==> src/design/apg_pkg.sv <==
// Package for the arc point generator: payload structs, constants, CORDIC angle table.
// No dependencies.
`timescale 1ns / 1ps
package apg_pkg;

    localparam int MAX_SEGMENTS_DEF = 63;
    localparam int CORDIC_STEPS_DEF = 14;
    localparam int FRAC_BITS_DEF    = 12;

    // Internal CORDIC word: Q30 plus headroom.
    localparam int CW = 33;
    localparam int ZW = 34;

    localparam logic [CW-1:0] CORDIC_X0 = 33'sd652032874;

    // Configuration register indexes.
    localparam logic [2:0] REG_RADIUS   = 3'd0;
    localparam logic [2:0] REG_X_OFFSET = 3'd1;
    localparam logic [2:0] REG_Y_OFFSET = 3'd2;
    localparam logic [2:0] REG_X_GAIN   = 3'd3;
    localparam logic [2:0] REG_Y_GAIN   = 3'd4;

    typedef struct packed {
        logic signed [15:0] angle_begin;
        logic signed [15:0] angle_end;
        logic [5:0]         segment_count;
    } apg_in_t;

    typedef struct packed {
        logic signed [15:0] point_x;
        logic signed [15:0] point_y;
        logic [5:0]         point_index;
        logic               clipped;
        logic               last;
    } apg_out_t;

    // Data handed from one CORDIC cell to the next.
    typedef struct packed {
        logic                 vld;
        logic signed [CW-1:0] x;
        logic signed [CW-1:0] y;
        logic signed [ZW-1:0] z;
        logic                 neg;
    } apg_cell_t;

    function automatic logic signed [ZW-1:0] atan_entry(input int i);
        logic [31:0] v;
        begin
            case (i)
                0:  v = 32'h20000000;
                1:  v = 32'h12E4051E;
                2:  v = 32'h09FB385B;
                3:  v = 32'h051111D4;
                4:  v = 32'h028B0D43;
                5:  v = 32'h0145D7E1;
                6:  v = 32'h00A2F61E;
                7:  v = 32'h00517C55;
                8:  v = 32'h0028BE53;
                9:  v = 32'h00145F2F;
                10: v = 32'h000A2F98;
                11: v = 32'h000517CC;
                12: v = 32'h00028BE6;
                13: v = 32'h000145F3;
                14: v = 32'h0000A2FA;
                default: v = 32'h0000517D;
            endcase
            atan_entry = $signed({2'b00, v});
        end
    endfunction

endpackage

==> src/design/apg_cordic_cell.sv <==
// One CORDIC rotation cell: one micro-rotation per cycle on the passing word.
// Depends on apg_pkg.
`timescale 1ns / 1ps
module apg_cordic_cell #(
    parameter int STEP = 0
) (
    input  logic               aclk,
    input  logic               aresetn,
    input  apg_pkg::apg_cell_t cell_in,
    output apg_pkg::apg_cell_t cell_out
);
    import apg_pkg::*;

    apg_cell_t cell_reg;
    apg_cell_t cell_next;
    logic signed [CW-1:0] dx;
    logic signed [CW-1:0] dy;

    // Arithmetic shifts floor, as the rotation requires.
    assign dx = cell_in.y >>> STEP;
    assign dy = cell_in.x >>> STEP;

    always_comb begin
        cell_next = cell_in;
        if (cell_in.z >= 0) begin
            cell_next.x = cell_in.x - dx;
            cell_next.y = cell_in.y + dy;
            cell_next.z = cell_in.z - atan_entry(STEP);
        end else begin
            cell_next.x = cell_in.x + dx;
            cell_next.y = cell_in.y - dy;
            cell_next.z = cell_in.z + atan_entry(STEP);
        end
    end

    always_ff @(posedge aclk) begin
        if (!aresetn) begin
            cell_reg.vld <= 1'b0;
        end else begin
            cell_reg.vld <= cell_in.vld;
        end
        cell_reg.x   <= cell_next.x;
        cell_reg.y   <= cell_next.y;
        cell_reg.z   <= cell_next.z;
        cell_reg.neg <= cell_next.neg;
    end

    assign cell_out = cell_reg;
endmodule

==> src/design/apg_cordic_chain.sv <==
// Row of CORDIC cells with angle folding at the entry and rounding at the exit.
// Depends on apg_pkg and apg_cordic_cell.
`timescale 1ns / 1ps
module apg_cordic_chain #(
    parameter int CORDIC_STEPS = apg_pkg::CORDIC_STEPS_DEF,
    parameter int FRAC_BITS    = apg_pkg::FRAC_BITS_DEF
) (
    input  logic               aclk,
    input  logic               aresetn,
    input  logic               start,
    input  logic [15:0]        angle,
    output logic               done,
    output logic signed [15:0] cos_out,
    output logic signed [15:0] sin_out
);
    import apg_pkg::*;

    localparam int RS = 30 - FRAC_BITS;

    apg_cell_t chain [0:CORDIC_STEPS];
    apg_cell_t head;
    logic signed [16:0] a_fold;
    logic               neg;
    logic signed [CW-1:0] xr;
    logic signed [CW-1:0] yr;

    // Fold into the right half-plane; a half-turn fold negates both results.
    always_comb begin
        neg    = 1'b0;
        a_fold = {angle[15], angle};
        if ($signed(angle) >= 16'sd16384) begin
            a_fold = a_fold - 17'sd32768;
            neg    = 1'b1;
        end else if ($signed(angle) < -16'sd16384) begin
            a_fold = a_fold + 17'sd32768;
            neg    = 1'b1;
        end
        head.vld = start;
        head.x   = CORDIC_X0;
        head.y   = '0;
        head.z   = {{(ZW-33){a_fold[16]}}, a_fold, 16'd0};
        head.neg = neg;
    end

    assign chain[0] = head;

    for (genvar i = 0; i < CORDIC_STEPS; i++) begin : g_cell
        apg_cordic_cell #(.STEP(i)) u_cell (
            .aclk    (aclk),
            .aresetn (aresetn),
            .cell_in (chain[i]),
            .cell_out(chain[i+1])
        );
    end

    // Round to FRAC_BITS, then apply the fold sign.
    assign xr = (chain[CORDIC_STEPS].x + (CW'(1) <<< (RS-1))) >>> RS;
    assign yr = (chain[CORDIC_STEPS].y + (CW'(1) <<< (RS-1))) >>> RS;

    assign done    = chain[CORDIC_STEPS].vld;
    assign cos_out = chain[CORDIC_STEPS].neg ? -xr[15:0] : xr[15:0];
    assign sin_out = chain[CORDIC_STEPS].neg ? -yr[15:0] : yr[15:0];
endmodule

==> config.mk <==
export PLATFORM = sky130hd
export DESIGN_NAME = apg_cordic_chain
export DESIGN_NICKNAME = d
export VERILOG_FILES = /design/src/design/apg_pkg.sv /design/src/design/apg_cordic_cell.sv /design/src/design/apg_cordic_chain.sv
export SDC_FILE = /design/constraint.sdc
export NUM_CORES = 2
export LEC_CHECK = 0
export BUFFER_PORTS_ARGS = -buffer_cell sky130_fd_sc_hd__buf_2
export CAP_MARGIN = 0
export CELL_PAD_IN_SITES_DETAIL_PLACEMENT = 1
export CELL_PAD_IN_SITES_GLOBAL_PLACEMENT = 2
export CORE_MARGIN = 3
export CORE_UTILIZATION = 41
export DETAILED_ROUTE_END_ITERATION = 6
export GPL_ROUTABILITY_DRIVEN = 0
export PLACE_DENSITY_LB_ADDON = 0.08
export SYNTH_ARGS = -nofsm -noshare
export SYNTH_HDL_FRONTEND = slang
export SYNTH_SLANG_ARGS = --single-unit
==> constraint.sdc <==
create_clock -name aclk -period 6.3 [get_ports aclk]
set_clock_uncertainty 0.05 [all_clocks]
set_input_delay 0.63 -clock aclk [delete_from_list [all_inputs] [get_ports aclk]]
set_output_delay 0.63 -clock aclk [all_outputs]
set_load 0.01 [all_outputs]
==> run_results.csv <==
group,metric,value,unit
outcome,outcome,"complete, no violations",
clock_tree,clk_path_buf_depth,3,
synthesis,ys_ff_latch,1198,
grt,first_global_vias,81334,
placed_design,dpl_worst_slack,931.8,ps
worst_hold_path,hp-class,"in2reg",
synthesis,ys_warn_count,0,
timing,timing_hold_violations_final,0,
detailed_routing,drc,0,
timing,fin_tns_setup,0,ps
job,maxCapViolations,0,
timing,fin_crit_sh,85.83,%
synthesis,synthFlopType,"dfxtp_1",
timing,rsz0062_at_grt,"false",
floorplanning,core,218000,sq um
timing,timing.hold.ws,107.1,ps
floorplanning,fp.dieArea,225700,sq um
floorplanning,num_rows,171,
grt,grt_start_max_net_pins,68,
floorplanning,io_pins,52,
clock_tree,cts_hold_buf,17,
critical_path,cp.arrival,6020,ps
clock_tree,clkTransAtPathRegs,60,ps
cells_and_area,largest_reg_flops,1198,
clock_tree,cts_tree,"yes",
clock_tree,cts_resized,0,
clock_tree,clock_latency,810,ps
critical_path,crit_type,"reg2reg",
placed_design,numPortBuffers,51,
synthesis,syn_nets,11834,
detailed_routing,drt_iter0_markers,3411,
clock_tree,cts_root_buf,"clkbuf_16",
grt,busiest_layer,"met2",
grt,gr-total-overflow,0,
floorplanning,fp.dieH,475.1,microns
clock_tree,cts_buffers,148,
critical_path,reg2reg_slack,890,ps
critical_path,cp_data_required_time,6910,ps
critical_path,cp_max_fo,5,
critical_path,start_kind,"register",
cells_and_area,final_area,99140,sq um
detailed_routing,viasPerCell,5.669,
grt,grt_first_pass_wirelength,444500,microns
cells_and_area,finalNetCount,11957,
grt,use_met1,29.51,%
grt,track_usage,24.14,%
placed_design,place.detailed.hpwl,228500,microns
synthesis,netlist.area_leader.share,26.59,%
placed_design,dpl-instance-area,93930,sq um
grt,gr-usage-met3,2.378,%
floorplanning,initial_core_util,41.38,%
synthesis,syn_inst,10614,
synthesis,synth_top_area_cell,"dfxtp_1",
clock_tree,htreeDepth,4,
clock_tree,clock-sinks,1198,
synthesis,synthTopCellsByArea,"dfxtp_1, ha_1, xnor2_1",
grt,antenna_found_initial,2,
timing,max_slew_margin,22.07,%
grt,grt_use_met2,43.78,%
timing,setup_viol,0,
synthesis,synth_most_common_cell,"dfxtp_1",
detailed_routing,dr.pass1.iters,5,
cells_and_area,drive_gt1_share,4.412,%
detailed_routing,routedWlPerCell,20.17,microns
detailed_routing,drt-total-wl,276600,microns
detailed_routing,antenna_left,0,
cells_and_area,syn_to_final_growth,9.896,%
synthesis,synth_area,90210,sq um
synthesis,synth_seq_area_share,26.59,%
detailed_routing,vias,77741,
timing,tightest_slew,1154,ps
synthesis,synth_cell_types,85,
timing,fin_crit,5407,ps
clock_tree,post_cts_buffers,0,
synthesis,synthArstFlopShare,0,%
timing,layout_setup_ws,892.6,ps
synthesis,syn_avg_cell_area,8.499,sq um
timing,slew_viol_final,0,
floorplanning,die_w,475.1,microns
timing,fmax,184.9,MHz
synthesis,synth_edf_count,0,
synthesis,synth_commonest_cells,"dfxtp_1, ha_1, xnor2_1, a21oi_1, nor2_1",
critical_path,critPathCaptureType,"register",
==> layer usage <==
layer  part of all wire [%]  wire (microns)
met1                     45          124100
met2                     49          136100
met3                    2.4            6668
met4                    3.5            9725
met5                      0               0
==> final timing paths <==
| kind | startpoint | end | cells after the start |
|---|---|---|---|
| setup / recovery | g_cell[3].u_cell.cell_out[46]$_DFF_P_ | g_cell[4].u_cell.cell_out[100]$_DFF_P_ | 17 |
| hold reg to reg | g_cell[7].u_cell.cell_out[0]$_DFF_P_ | g_cell[8].u_cell.cell_out[0]$_DFF_P_ | 0 |
| setup reg to reg | g_cell[3].u_cell.cell_out[46]$_DFF_P_ | g_cell[4].u_cell.cell_out[100]$_DFF_P_ | 17 |
| hold / removal | aresetn | g_cell[11].u_cell.cell_out[101]$_SDFF_PN0_ | 2 |
==> critical path, stage by stage (launching register included) <==
cell and delay, ps:
dfxtp_1 330, or4_1 620, nor4_1 370, nand2b_1 220, or4_1 540, or2_2 330, o31ai_1 560, nand2_1 140
xnor2_1 170, ha_1 350, a21o_1 180, nand2_1 120, o21ai_0 100, nor4b_1 220, o21ai_0 130, a221oi_1 460
o21ai_0 200, xnor2_1 160
==> cell usage in the layout, fill, tap and decap left out, drive strengths merged, types with 219 or more instances in the layout <==
cell / count
nand2: 685
nor2: 710
xor2: 584
dfxtp: 1198
nand3: 219
inv: 440
ha: 1166
xnor2: 972
o21ai: 665
a21oi: 933
a21o: 525
==> stage by stage <==
stage               std cells  utilization, %
floorplan               10614               -
global placement        13424           43.08
detailed placement      13424           43.08
CTS                     13711           45.47
global route            13712           45.47
finish                  13713           45.47
==> final cells by class <==
class	instances	area, sq um
fillers	25644	118900
multi-input cells	8833	64080
flip-flops and latches	1198	23990
clock buffers	201	4207
well taps	2854	3571
inverters	432	1622
repair buffers	124	845.8
clock inverters	69	820.8
diodes	2	5.005
==> kinds of logic (layout without fill, tap and decap cells) <==
logic type,count (synthesis),in the layout,share of synthesized area (%)
AND/OR/NAND/NOR,2769,2769,15.14
adder cells (fa/ha/maj),1201,1201,16.95
AO/OA/AOI/OAI,3271,3271,23.39
XOR/XNOR,1556,1556,15.11
buffers and inverters,583,826,2.427
multiplexers,35,35,0.3967
flip-flops,1198,1198,26.59
other,1,3,0.004157
Power is left out: the tool's default activity adds up to more than one toggle a clock period on the data nets, which glitch-free logic cannot reach.
